<file path="src/hdl/afft_pkg.sv">
// Shared constants and types for the animation frame lookup block.
`default_nettype none
package afft_pkg;
    localparam int TIME_BITS  = 32;
    localparam int FRAME_BITS = 16;
    localparam int FT_BITS    = 24;
    localparam int FRAC_BITS  = 16;
    localparam int QUOT_BITS  = TIME_BITS + FT_BITS;
    localparam int COUNT_BITS = QUOT_BITS - FRAC_BITS;
    localparam int CFG_IDX_BITS = 3;

    localparam logic [FT_BITS-1:0]   FT_RESET = FT_BITS'(25600);
    localparam logic [FRAC_BITS:0]   FRAC_ONE = {1'b1, {FRAC_BITS{1'b0}}};

    typedef enum logic [CFG_IDX_BITS-1:0] {
        CFG_FRAME_TIME  = 3'd0,
        CFG_FIRST_FRAME = 3'd1,
        CFG_LAST_FRAME  = 3'd2,
        CFG_LOOPING     = 3'd3,
        CFG_FORCE_LOOP  = 3'd4
    } cfg_idx_t;

    typedef struct packed {
        logic pre;
        logic single;
    } div_tag_t;

    typedef struct packed {
        logic                  fin;
        logic                  use_mod;
        logic [FRAME_BITS-1:0] base;
        logic [FRAC_BITS:0]    fraction;
    } mod_tag_t;
endpackage
`default_nettype wire

</file>
<file path="src/hdl/afft_mod.sv">
// Pipelined remainder unit for the loop wrap, one dividend bit per stage.
`default_nettype none
module afft_mod import afft_pkg::*; (
    input  wire logic                  aclk,
    input  wire logic                  aresetn,
    input  wire logic                  en,
    input  wire logic                  in_valid,
    input  wire logic [COUNT_BITS-1:0] in_x,
    input  wire logic [FRAME_BITS-1:0] len,
    input  wire mod_tag_t              in_tag,
    output logic                       out_valid,
    output logic [FRAME_BITS-1:0]      out_rem,
    output mod_tag_t                   out_tag
);
    logic                  v_s [0:COUNT_BITS];
    logic [COUNT_BITS-1:0] x_s [0:COUNT_BITS];
    logic [FRAME_BITS-1:0] r_s [0:COUNT_BITS];
    mod_tag_t              t_s [0:COUNT_BITS];

    assign v_s[0] = in_valid;
    assign x_s[0] = in_x;
    assign r_s[0] = '0;
    assign t_s[0] = in_tag;

    for (genvar k = 1; k <= COUNT_BITS; k++) begin : g_stage
        logic                  v_reg;
        logic [COUNT_BITS-1:0] x_reg, x_next;
        logic [FRAME_BITS-1:0] r_reg, r_next;
        mod_tag_t              t_reg;
        logic [FRAME_BITS:0]   trial, diff;

        always_comb begin
            trial  = {r_s[k-1], x_s[k-1][COUNT_BITS-1]};
            diff   = trial - {1'b0, len};
            r_next = (trial >= {1'b0, len}) ? diff[FRAME_BITS-1:0] : trial[FRAME_BITS-1:0];
            x_next = {x_s[k-1][COUNT_BITS-2:0], 1'b0};
        end

        always_ff @(posedge aclk) begin
            if (!aresetn) begin
                v_reg <= 1'b0;
            end else if (en) begin
                v_reg <= v_s[k-1];
            end
        end

        always_ff @(posedge aclk) begin
            if (en) begin
                x_reg <= x_next;
                r_reg <= r_next;
                t_reg <= t_s[k-1];
            end
        end

        assign v_s[k] = v_reg;
        assign x_s[k] = x_reg;
        assign r_s[k] = r_reg;
        assign t_s[k] = t_reg;
    end

    assign out_valid = v_s[COUNT_BITS];
    assign out_rem   = r_s[COUNT_BITS];
    assign out_tag   = t_s[COUNT_BITS];
endmodule
`default_nettype wire

</file>
<file path="config.mk">
export PLATFORM = sky130hd
export DESIGN_NAME = afft_mod
export DESIGN_NICKNAME = d
export VERILOG_FILES = /design/src/hdl/afft_pkg.sv /design/src/hdl/afft_mod.sv
export SDC_FILE = /design/constraint.sdc
export NUM_CORES = 2
export LEC_CHECK = 0
export BUFFER_PORTS_ARGS = -buffer_cell sky130_fd_sc_hd__buf_2
export CORE_AREA = 2 2 525 527
export DETAILED_ROUTE_END_ITERATION = 7
export DIE_AREA = 0 0 527 529
export GPL_ROUTABILITY_DRIVEN = 0
export PLACE_DENSITY = 0.59
export SLEW_MARGIN = 20
export SYNTH_ARGS = -nofsm -noshare
export SYNTH_HDL_FRONTEND = slang
export SYNTH_SLANG_ARGS = --single-unit
</file>
<file path="constraint.sdc">
create_clock -name aclk -period 6.3 [get_ports aclk]
set_clock_uncertainty 0.15 [all_clocks]
set_input_delay 0 -clock aclk [delete_from_list [all_inputs] [get_ports aclk]]
set_output_delay 0 -clock aclk [all_outputs]
set_load 0.05 [all_outputs]
</file>
==> flow_metrics.tcl <==
set metrics [dict create \
    netlist.area_leader.share 0.692 \
    antenna_found_initial 2 \
    synth_enable_flop_cells 2820 \
    leakage_nw 51.1 \
    synth_ff_type "edfxtp_1" \
    row_count 192 \
    clk_pin_slew_ns 0.06 \
    cts_num_sinks 2860 \
    drtIter0Drc 4974 \
    grt_overflow 0 \
    yosysUniqueCellTypes 89 \
    numCtsBuffers 312 \
    ys_ff_latch 2860 \
    synth.net_count 8532 \
    seq_area_frac_synth 0.699 \
    cp.arrival_ns 4.20 \
    internal_power_w 0.0463 \
    worstPathRequired_ns 6.70 \
    p_clk_frac 0.262 \
    pwr-share-seq 0.406 \
    die_x_um 527 \
    dieArea_um2 279000 \
    peakVddDrop_uv 227 \
    drcViolationCount 0 \
    wl_per_cell_um 17.8 \
    cp_max_fo 36 \
    hpwl_mm 135 \
    antenna_left 0 \
    pre_cts_slack_ns 1.87 \
    relSlewSlack 0.308 \
    yosysWarningCount 0 \
    synthArstFlopShare 0 \
    syn_area_um2 122000 \
    cp-start-kind "input pin" \
    syn_area_per_cell_um2 15.7 \
    status "finished, final reports clean" \
    hold_path_class "in2reg" \
    clock_path_buffers 4 \
    dr.pass1.iters 6 \
    synth_area_leaders "edfxtp_1 (69%), ha_1 (6.4%), mux2_2 (4.4%), xnor2_1 (2.0%), a21oi_1 (1.6%)" \
    post_cts_buffers 0 \
    maxCapViolCount 0 \
    slew_viol_final 0 \
    grt_pass1_vias 64300 \
    num_io_pins 147 \
    clock_latency_ns 0.89 \
    fin_crit_sh 0.603 \
    power_density_nw_per_um2 477 \
    grt_pass1_wl_mm 345 \
    clockRootBuffer "clkbuf_16" \
    setup_violations 0 \
    crit_type "in2reg" \
    fp.dieH_um 529 \
    core_um2 273000 \
    max_freq_mhz 263 \
    syn2layout_area_growth_pct 14.4 \
    period_needed_ns 3.80 \
    wl_mm 218 \
    htreeDepth 5 \
    hold_viol 0 \
    finalSetupTns_ns 0 \
    via_per_inst 5.34 \
    rsz0062_at_grt "no" \
    grt_use_total 0.153 \
    num_vias 65400 \
    power.switching_w 0.0205 \
    syn_inst 7772 \
    p_sw_frac 0.307 \
    nets 9168 \
    drive_gt1_frac 0.145 \
    combinationalPowerShare 0.331 \
    tightest_slew_ns 1.04 \
    initial_core_util 0.448 \
    synth_top_cell_by_area "edfxtp_1" \
    io_buffers 146 \
    grt_max_degree 187 \
    cts_tree "built" \
    cp-end-kind "flop" \
    setup_ws_ns 2.50 \
    largest_register_ffs 1365 \
]
## layer usage
layer  up-vias  GRT usage  part of all wire
met3       468     0.0252             0.051
met2      1580      0.236              0.45
met5         -          0                 0
li1      31700          -                 -
met1     31700      0.217              0.47
met4         0     0.0585             0.035
## path summary, 6_finish.rpt
path / from / end / slack, ns / depth (start not counted)
worst max register to register: g_stage[21].x_reg[39] / g_stage[22].r_reg[12] / 2.51 / 12
worst min-delay path: aresetn / g_stage[2].v_reg / 0.08 / 3
worst min register to register: g_stage[37].t_reg[26] / g_stage[38].t_reg[26] / 0.24 / 0
worst max-delay path: len[1] / g_stage[31].r_reg[15] / 2.50 / 13
## power by group through the flow
stage	clock, W	combinational, W	sequential [W]
floorplan	0	0.0173	0.0268
global placement	0	0.0211	0.0276
detailed placement	0	0.0217	0.0275
CTS	0.0182	0.0220	0.0272
global route	0.0189	0.0246	0.0274
finish	0.0175	0.0221	0.0272
## timing repair
item,CTS,global route
hold buffers,176,0
resized for setup,0,0
endpoints found under the hold margin,936,0
## cell usage after synthesis (63+ instances only)
master and n:
a21o_1 192, o21ai_0 290, inv_1 220, a21oi_1 393
mux2_2 479, ha_1 626, mux2i_1 94, nand2_1 281
xnor2_1 276, o21bai_1 63, o21a_1 82, xor2_1 160
nand4_1 79, nor2_1 410, edfxtp_1 2820, a31oi_1 74
nor3_1 152, nor2b_1 105, nand3_1 122
## area by class of cell
type                       count  area, um^2
clock buffer                 376        8260
clock inverter               182        1700
fill                       22200      133000
inverter                     220         828
antenna                        3        7.51
tap                         3589        4490
multi-input combinational   4598       35700
sequential                  2860       85500
timing repair buffer         416        3530
## cell usage in the layout (no fill, tap or decap), types with 39 or more instances in the layout
master,Yosys,final
edfxtp_1,2820,2820
xnor2_1,276,276
nor2b_1,105,105
o21ai_0,290,290
nor2_1,410,409
xor2_1,160,160
o21a_1,82,82
clkbuf_1,57,52
clkinv_2,0,61
nand2b_1,59,59
o21bai_1,63,63
buf_2,26,145
clkinv_1,0,57
ha_1,626,626
buf_4,2,67
nand2_1,281,281
and3_1,48,48
a31oi_1,74,74
dfxtp_1,40,40
inv_1,220,217
a211oi_1,44,44
dlygate4sd3_1,0,176
mux2_2,479,479
a21oi_1,393,392
nand4_1,79,79
a21o_1,192,192
nor3_1,152,150
fa_1,39,39
clkbuf_16,0,320
nand3_1,122,122
mux2i_1,94,94
## worst max-delay path, stage by stage
cell and delay, ns:
dlygate4sd3_1 0.53, buf_2 0.16, inv_4 0.42, buf_12 0.36
ha_1 0.30, nor2b_1 0.13, o21a_1 0.17, o21ai_0 0.26
a21oi_1 0.17, o21ai_0 0.33, a22o_1 0.83, mux2i_1 0.26
o311ai_0 0.17
## cells by family (layout without fill, tap and decap cells)
family,Yosys count,count (layout),synth area share
fa+ha+maj,665,665,0.0704
mux,582,582,0.0529
buf+inv,314,1194,0.0101
xor+xnor,436,436,0.0312
other cells,0,3,0
compound gates,1467,1467,0.0781
flops,2860,2860,0.699
simple gates,1448,1448,0.0584
## stage by stage
stage / util / total power (W) / instances / area, um^2 / hold slack (ns)
floorplan: - / 0.0441 / 7772 / 122000 / -0.0511
global placement: 0.470 / 0.0487 / 11500 / 128000 / 0.0264
detailed placement: 0.470 / 0.0492 / 11500 / 128000 / 0.0281
CTS: 0.513 / 0.0674 / 12200 / 140000 / 0.0142
global route: 0.513 / 0.0709 / 12200 / 140000 / 0.0927
finish: 0.513 / 0.0668 / 12200 / 140000 / 0.0804
Power figures use the tool's default switching activity.
